### src/frmon_pkg.sv
// Shared types, codes and constants for the frame interval rate monitor.
package frmon_pkg;

	// Default ring depth and the fixed field widths
	localparam int RING_DEPTH_DEF = 256;
	localparam int WIN_W          = 9;
	localparam int TS_W           = 64;
	localparam int RATE_W         = 32;

	// Window length after reset
	localparam logic [WIN_W-1:0] WINDOW_RESET = 9'd240;

	// Nanoseconds per second, narrow enough for a small multiplier
	localparam int NS_W = 30;
	localparam logic [NS_W-1:0] NS_PER_SEC = 30'd1000000000;

	// Fraction bits of the 16.16 rate
	localparam int FRAC_W = 16;

	// Restoring divider: one quotient bit per cycle
	localparam int DIV_STEPS = 32;
	localparam int DIV_CNT_W = 5;

	// Request function codes
	localparam logic FUNC_PUSH  = 1'b0;
	localparam logic FUNC_QUERY = 1'b1;

	// Controller states
	typedef enum logic [2:0] {
		ST_IDLE,
		ST_WALK,
		ST_MUL,
		ST_PREP,
		ST_DIV,
		ST_DONE
	} state_t;

	// Commands from controller to datapath
	typedef struct packed {
		logic push;
		logic start_query;
		logic mul;
		logic prep;
		logic div_step;
		logic load_out;
	} cmd_t;

	// Status from datapath to controller
	typedef struct packed {
		logic walk_done;
		logic div_done;
	} sts_t;

endpackage

### src/frmon_ctrl.sv
// Controller state machine: request handshake, query sequencing, result slot.
module frmon_ctrl (
	input  logic              clk,
	input  logic              arst_n,
	input  logic              in_valid,
	input  logic              func,
	output logic              in_stall,
	output logic              out_valid,
	input  logic              out_stall,
	output frmon_pkg::cmd_t   cmd,
	input  frmon_pkg::sts_t   sts
);

	frmon_pkg::state_t state_q, state_d;
	logic out_full_q;
	logic slot_free;

	// Result slot is free when empty or being taken this cycle
	assign slot_free = !out_full_q || !out_stall;
	assign out_valid = out_full_q;

	// State register
	always_ff @(posedge clk or negedge arst_n) begin
		if (!arst_n) begin
			state_q <= frmon_pkg::ST_IDLE;
		end else begin
			state_q <= state_d;
		end
	end

	// Next state
	always_comb begin
		state_d = state_q;
		case (state_q)
			frmon_pkg::ST_IDLE: begin
				if (in_valid && func == frmon_pkg::FUNC_QUERY) begin
					state_d = frmon_pkg::ST_WALK;
				end
			end
			frmon_pkg::ST_WALK: begin
				if (sts.walk_done) begin
					state_d = frmon_pkg::ST_MUL;
				end
			end
			frmon_pkg::ST_MUL:  state_d = frmon_pkg::ST_PREP;
			frmon_pkg::ST_PREP: state_d = frmon_pkg::ST_DIV;
			frmon_pkg::ST_DIV: begin
				if (sts.div_done) begin
					state_d = frmon_pkg::ST_DONE;
				end
			end
			frmon_pkg::ST_DONE: begin
				if (slot_free) begin
					state_d = frmon_pkg::ST_IDLE;
				end
			end
			default: state_d = frmon_pkg::ST_IDLE;
		endcase
	end

	// Outputs and commands
	always_comb begin
		cmd      = '0;
		in_stall = 1'b1;
		case (state_q)
			frmon_pkg::ST_IDLE: begin
				in_stall        = 1'b0;
				cmd.push        = in_valid && func == frmon_pkg::FUNC_PUSH;
				cmd.start_query = in_valid && func == frmon_pkg::FUNC_QUERY;
			end
			frmon_pkg::ST_MUL:  cmd.mul      = 1'b1;
			frmon_pkg::ST_PREP: cmd.prep     = 1'b1;
			frmon_pkg::ST_DIV:  cmd.div_step = 1'b1;
			frmon_pkg::ST_DONE: cmd.load_out = slot_free;
			default: ;
		endcase
	end

	// Result slot occupancy
	always_ff @(posedge clk or negedge arst_n) begin
		if (!arst_n) begin
			out_full_q <= 1'b0;
		end else if (cmd.load_out) begin
			out_full_q <= 1'b1;
		end else if (!out_stall) begin
			out_full_q <= 1'b0;
		end
	end

endmodule

### config.mk
export PLATFORM = sky130hd
export DESIGN_NAME = frmon_ctrl
export DESIGN_NICKNAME = d
export VERILOG_FILES = /design/src/frmon_pkg.sv /design/src/frmon_ctrl.sv
export SDC_FILE = /design/constraint.sdc
export NUM_CORES = 1
export LEC_CHECK = 0
export BUFFER_PORTS_ARGS = -buffer_cell sky130_fd_sc_hd__clkbuf_2
export CAP_MARGIN = 40
export CELL_PAD_IN_SITES_DETAIL_PLACEMENT = 1
export CELL_PAD_IN_SITES_GLOBAL_PLACEMENT = 1
export CORE_AREA = 5 5 42 44
export DETAILED_ROUTE_END_ITERATION = 8
export DIE_AREA = 0 0 47 49
export GPL_ROUTABILITY_DRIVEN = 1
export PLACE_DENSITY = 0.55
export SLEW_MARGIN = 20
export SYNTH_ARGS = -nofsm -noshare
export SYNTH_HDL_FRONTEND = slang
export SYNTH_SLANG_ARGS = --single-unit
### constraint.sdc
create_clock -name clk -period 1.6 [get_ports clk]
set_clock_uncertainty 0.15 [all_clocks]
set_input_delay 0.24 -clock clk [delete_from_list [all_inputs] [get_ports clk]]
set_output_delay 0.24 -clock clk [all_outputs]
set_load 0.01 [all_outputs]
# After elaboration in Yosys (flattened, before gate mapping)
# Index checks and enable logic that the tools add are counted.
# op_classes
n_eq_ne,10
mux,13
n_bitwise,1
reduce_logical,7
# ops
cell,count
$pmux 3 s6,1
$mux 3,4
$ne 2x2->1 const B,4
$mux 1,7
$eq 3x2->1 const B,2
$eq 3x3->1 const B,2
$reduce_and 4->1,1
$eq 3x1->1 const B,1
$logic_not 3->1,1
$logic_and 1x1->1,2
$logic_not 1->1,2
$mux 2,1
$ne 2x1->1 const B,1
$logic_or 1x1->1,1
$not 1->1,1
# totals
reg_bits,4
inputBits,7
wordCells,33

# Logic depth before layout (Yosys ltp)
# Gate-level depths: netlist of the first run.
# logic_depth
ltp_word,4
mapped_depth,4
mapped_depth_nobuf,3

# Worst setup path before layout of the first run
# OpenSTA, ideal clock, no wires.
# synth_path
path_type,reg2out
startpoint,register state_q[2]
endpoint,output port cmd[5] in the netlist's numbering
t_arrival_ns,0.890
setup_slack_ns,0.320
stages_incl_launch_ff,4
path_cell_list,dfrtp_1 -> nor3_2 -> nand2_1 -> nor2_1
# synth_lines
item,line,rtl
"start, declared",frmon_ctrl.sv:14,"frmon_pkg::state_t state_q, state_d;"
"start signal, assigned",frmon_ctrl.sv:25,state_q <= frmon_pkg::ST_IDLE;
"start signal, assigned",frmon_ctrl.sv:27,state_q <= state_d;
"end, declared",frmon_ctrl.sv:10,"output frmon_pkg::cmd_t cmd,"

==> impl_metrics.json, run 1 <==
{
  "outcome": "complete, no violations",
  "reg2regPathDepth": 5,
  "maxSlewViolCount": 0,
  "htree_levels": 1,
  "synthToLayoutAreaGrowth_pct": 57.14,
  "die_h_um": 49,
  "criticalPathCategory": "reg2out",
  "clock.fmax_ghz": 0.6415,
  "ys_ff_latch": 4,
  "p_leak_nw": 0.2217,
  "antenna_left": 0,
  "io_buffers": 14,
  "dr.first_iter.drc_count": 2,
  "synth.most_common_cell": "nor2_1",
  "path_clk_slew_ps": 40,
  "peakVddDrop_uv": 705.2,
  "ys_seq_area_share_pct": 38.10,
  "gp_congestion": 0.6982,
  "synth-main-ff-cell": "dfrtp_1",
  "period_needed_ps": 1559,
  "grt_use_total_pct": 8.680,
  "gr-total-overflow": 0,
  "nets": 61,
  "cts_buffers": 3,
  "post-synth-top-area-cell": "dfrtp_1",
  "maxCapViolations": 0,
  "syn_nets": 38,
  "synth_top_area_share_pct": 38.10,
  "wl_per_cell_um": 11.44,
  "cts_tree": "built",
  "start_util_pct": 18.75,
  "cp_max_fo": 3,
  "grt_start_max_net_pins": 9,
  "synth_common_cells": "nor2_1, a21oi_1, dfrtp_1, nand2_1",
  "drive_above_1_share_pct": 51.92,
  "cts_sinks": 4,
  "final_core_util_pct": 29.46,
  "routed_wirelength_um": 778,
  "vias": 307,
  "finalCritPeriodShare_pct": 97.42,
  "hold_viol_final": 0,
  "synth_edf_count": 0,
  "cp-startpoint": "state_q[0]",
  "syn_inst": 31,
  "grt_pass1_wl_mm": 1.393,
  "required_ps": 1210,
  "synthArstFlopShare_pct": 100.0,
  "firstDrtPassIters": 2,
  "die-area_um2": 2303,
  "io_pins": 15,
  "antenna_found_initial": 0,
  "hold_path.class": "in2reg",
  "insertion_delay_ps": 240,
  "relSlewSlack_pct": 80.65,
  "final_area_um2": 412.9,
  "placed_area_um2": 349.1,
  "finalSetupViolations": 0,
  "netlist_top_cells_area": "dfrtp_1, a21oi_1, nor2_1",
  "num-fill-cells": 190,
  "via_per_inst": 4.515,
  "rr_startpoint": "state_q[0]",
  "end_kind": "output pin",
  "drc": 0,
  "rows": 14,
  "worstMarginPinSlew_ps": 290.3,
  "critPathLaunchType": "flop",
  "r2r_end": "state_q[1]",
  "synthDistinctLibCells": 16,
  "die_w_um": 47,
  "ys_warn_count": 0,
  "grt_pass1_vias": 329,
  "r2r_slack_ps": 220,
  "antenna_cells": 0,
  "root_buffer": "clkbuf_4",
  "core-area_um2": 1401,
  "worstSetupEndpoint": "cmd[4]",
  "syn_avg_cell_area_um2": 8.476,
  "arrival_ps": 1170,
  "synth_area_um2": 262.8,
  "powerDensity_nw_per_um2": 1771,
  "rsz0062_at_grt": "yes",
  "clk_path_buf_depth": 2
}
-- registers in the layout (all words and copies together) (netlist names) --
signal,flops
out_valid,1
state_q,3
-- metrics by stage --
stage               worst slack (ps)  TNS [ps]  power (mW)  instances  hold slack (ps)
finish                         41.21         0      0.7313         68            134.4
global route                  -10.97    -27.84      0.8035         68            142.0
CTS                            11.19         0      0.7242         67            155.8
detailed placement             201.8         0      0.5256         61           -97.21
global placement               212.7         0      0.5288         61           -96.86
floorplan                      320.2         0      0.4224         31           -205.6
-- final cells by class --
type	instances	area, um^2	share of cell area [%]
Timing Repair Buffer	19	110.1	26.67
Tap cell	16	20.02	4.848
Inverter	2	7.507	1.818
Multi-Input combinational cell	24	150.1	36.36
Clock buffer	3	22.52	5.455
Sequential cell	4	102.6	24.85
-- power breakdown --
group / internal, mW / total, mW / switching [mW] / leakage, nW
clock network: 0.0840 / 0.126 / 0.0423 / 0.0138
logic: 0.204 / 0.396 / 0.192 / 0.158
registers: 0.146 / 0.209 / 0.0631 / 0.0495
total: 0.434 / 0.731 / 0.298 / 0.222
-- worst min path at each step --
stage                          from         end  cells past startpoint
final                        sts[0]  state_q[0]                      3
after global routing         sts[0]  state_q[0]                      3
after CTS                 out_stall   out_valid                      3
after detailed placement     arst_n  state_q[0]                      1
after global placement       arst_n  state_q[1]                      1
after floorplan              arst_n   out_valid                      0
-- critical path, cell delays in order (launching register included) --
cell and delay, ps:
dfrtp_2 430, nor3_4 210, and3_1 170, buf_2 120
-- per-layer routing --
layer	global-route usage [%]	vias to the layer above	part of all wire (%)
met5	0	-	0
met4	4.147	0	1.5
met3	4.797	2	9.3
met2	10.86	16	41
met1	11.73	138	48
li1	-	151	-
-- repair_timing --
| action | CTS | global route |
|---|---|---|
| setup buffers | 2 | 1 |
| hold buffers | 1 | 0 |
| resized for setup | 3 | 3 |
| endpoints found under the setup margin | 2 | 3 |
| endpoints found under the hold margin | 4 | 0 |
| pin swaps | 1 | 0 |
-- kinds of logic after synthesis --
| family | count (synthesis) | synth area share [%] |
|---|---|---|
| compound gates | 8 | 19.05 |
| flops | 4 | 38.10 |
| simple gates | 16 | 35.71 |
| buf+inv | 3 | 7.144 |
-- cell usage in the layout (no fill, tap or decap) --
| cell | count |
|---|---|
| a211oi_1 | 1 |
| a21oi_1 | 4 |
| a21oi_2 | 1 |
| and3_1 | 2 |
| and3b_2 | 1 |
| buf_2 | 3 |
| buf_4 | 4 |
| clkbuf_2 | 11 |
| clkbuf_4 | 3 |
| dfrtp_1 | 2 |
| dfrtp_2 | 2 |
| dlygate4sd3_1 | 1 |
| inv_1 | 2 |
| nand2_1 | 4 |
| nand2b_4 | 1 |
| nor2_1 | 5 |
| nor3_4 | 1 |
| nor3b_1 | 1 |
| o21ai_0 | 1 |
| o2bb2ai_1 | 1 |
| or2_1 | 1 |
(Power assumes the default switching activity.)
==> inputs of run 2 (changes only) <==
--- a/config.mk
+++ b/config.mk
@@ -15,2 +15,3 @@
 export GPL_ROUTABILITY_DRIVEN = 1
+export GPL_TIMING_DRIVEN = 0
 export PLACE_DENSITY = 0.55
==> constraint.sdc (replaced) <==
create_clock -name clk -period 1.6 [get_ports clk]
set_clock_uncertainty 0.15 [all_clocks]
set_input_delay 0.08 -clock clk [delete_from_list [all_inputs] [get_ports clk]]
set_output_delay 0.08 -clock clk [all_outputs]
set_load 0.01 [all_outputs]
==> run 2 against run 1 <==
Compared with the run above:
- fmax rose by 4.1%
- wire length fell by 7.5%
- die area did not move
- highest routed layer unchanged
==> impl_metrics.json, run 2 (same netlist as run 1, synthesis figures left out) <==
{
  "antenna_cells": 0,
  "antenna_found_initial": 0,
  "cp_top_family": "flip-flops",
  "wl_per_cell_um": 10.75,
  "die_h_um": 49,
  "worstSetupEndpoint": "cmd[4]",
  "regMostFlops": "state_q",
  "maxCapViolations": 0,
  "gr-total-overflow": 0,
  "die_w_um": 47,
  "p_seq_share_pct": 29.6,
  "grt_pass1_wl_mm": 1.221,
  "gp_congestion": 0.6535,
  "root_buffer": "clkbuf_4",
  "p_sw_uw": 265.5,
  "cp-startpoint": "state_q[2]",
  "grt_pass1_vias": 294,
  "routed_wirelength_um": 720,
  "finalSetupViolations": 0,
  "antenna_left": 0,
  "htree_levels": 1,
  "hold_viol_final": 0,
  "firstDrtPassIters": 2,
  "cp_slowest_cell": "dfrtp_1",
  "period_needed_ps": 1497,
  "finalCritPeriodShare_pct": 93.55,
  "final_common_cell": "clkbuf_2",
  "p_int_uw": 387.0,
  "core-area_um2": 1401,
  "r2r_slack_ps": 430,
  "crit_chain": "nor3_2 -> and3_1 -> clkbuf_2",
  "tns_ps": 0,
  "rr_startpoint": "state_q[1]",
  "place_ws_ps": 336.5,
  "vias": 285,
  "end_kind": "output pin",
  "grt_use_total_pct": 8.051,
  "powerDensity_nw_per_um2": 1609,
  "netSwitchingFraction_pct": 40.69,
  "drc": 0,
  "share_comb_of_total_power_pct": 51.7,
  "die-area_um2": 2303,
  "r2r_end": "state_q[2]",
  "outcome": "complete, no violations",
  "clock.fmax_ghz": 0.6681,
  "cp.depth": 3,
  "clk_path_buf_depth": 2,
  "max_stage_delay_ps": 460,
  "path_buf_inv": 1,
  "insertion_delay_ps": 230,
  "fin_ws_ps": 103.3,
  "nets": 60,
  "maxSlewViolCount": 0,
  "worstMarginPinSlew_ps": 280.3,
  "drive_above_1_share_pct": 43.14,
  "hold_path.class": "in2reg",
  "clockPowerShare_pct": 18.7,
  "rows": 14,
  "grt_start_max_net_pins": 11,
  "via_per_inst": 4.254,
  "io_pins": 15,
  "cts_sinks": 4,
  "largest_register_ffs": 3,
  "start_util_pct": 18.75,
  "cp_max_fo": 6,
  "rsz0062_at_grt": "no",
  "arrival_ps": 1270,
  "hpwl_um": 550.6,
  "relSlewSlack_pct": 81.31,
  "peakVddDrop_uv": 448.6,
  "cts_buffers": 3,
  "dr.first_iter.drc_count": 4,
  "most-common-layout-cells": "clkbuf_2, nor2_1, nand2_1, a21oi_1, dfrtp_1",
  "p_leak_nw": 0.2160,
  "required_ps": 1370,
  "cts_tree": "built",
  "io_buffers": 14,
  "min_from": "sts[1]",
  "synthToLayoutAreaGrowth_pct": 54.29,
  "path_clk_slew_ps": 40,
  "reg2regPathDepth": 3,
  "critPathLaunchType": "flop",
  "criticalPathCategory": "reg2out"
}
[run 2: cell types whose count changed in the layout (fill, tap and decap cells not counted), sizes merged]
cell	previous run	this run
buf	7	1
dlygate4sd3	1	3
clkbuf	14	17
[run 2: through the flow]
step	util, %	total power [mW]	hold slack (ps)	cell area, um^2	cells
6_report	28.93	0.6525	4.038	405.4	67
5_1_grt	28.93	0.7348	28.04	405.4	67
3_5_place_dp	25.18	0.5344	-259.1	352.8	61
4_1_cts	28.93	0.6700	1.054	405.4	67
2_1_floorplan	-	0.4224	-365.6	262.8	31
3_3_place_gp	25.18	0.5368	-258.0	352.8	61
[run 2: layout make-up]
cell class	count	area, um^2
Buffer	1	11.26
Clock buffer	3	22.52
Sequential cell	4	100.1
Fill cell	183	996.0
Timing Repair Buffer	17	100.1
Inverter	2	7.507
Multi-Input combinational cell	24	143.9
Tap cell	16	20.02
[run 2: how the worst min path moves through the flow]
stage	depth (start not counted)	endpoint	slack [ps]
floorplan	0	out_valid	-370
global placement	1	state_q[2]	-260
detailed placement	1	state_q[2]	-260
CTS	3	state_q[0]	1
global route	3	state_q[0]	30
finish	3	state_q[0]	4
[run 2: worst register-to-register path: cells and delay by family (launching register included)]
family / cells / cell delay [ps]
flip-flops: 1 / 460
AO/OA/AOI/OAI: 1 / 40
AND/OR/NAND/NOR: 2 / 410
[run 2: metal layers]
metal  vias to the layer above  GRT usage (%)  share of wire (%)
met5                         -              0                  0
met4                         0          8.295                1.7
met3                         2          3.321                8.8
met2                        14          10.63                 45
met1                       122          8.869                 45
li1                        147              -                  -
[run 2: timing repair]
| action | 4_1_cts | 5_1_grt |
|---|---|---|
| gates resized for setup | 0 | 0 |
| hold endpoints to repair | 6 | 0 |
| hold buffers | 3 | 0 |
| buffers inserted | 0 | 0 |
[run 2: power groups by stage]
stage / clock network (mW) / logic, mW / registers, mW
finish: 0.122 / 0.337 / 0.193
global route: 0.146 / 0.386 / 0.203
CTS: 0.129 / 0.347 / 0.194
detailed placement: 0 / 0.338 / 0.196
global placement: 0 / 0.339 / 0.198
floorplan: 0 / 0.234 / 0.188
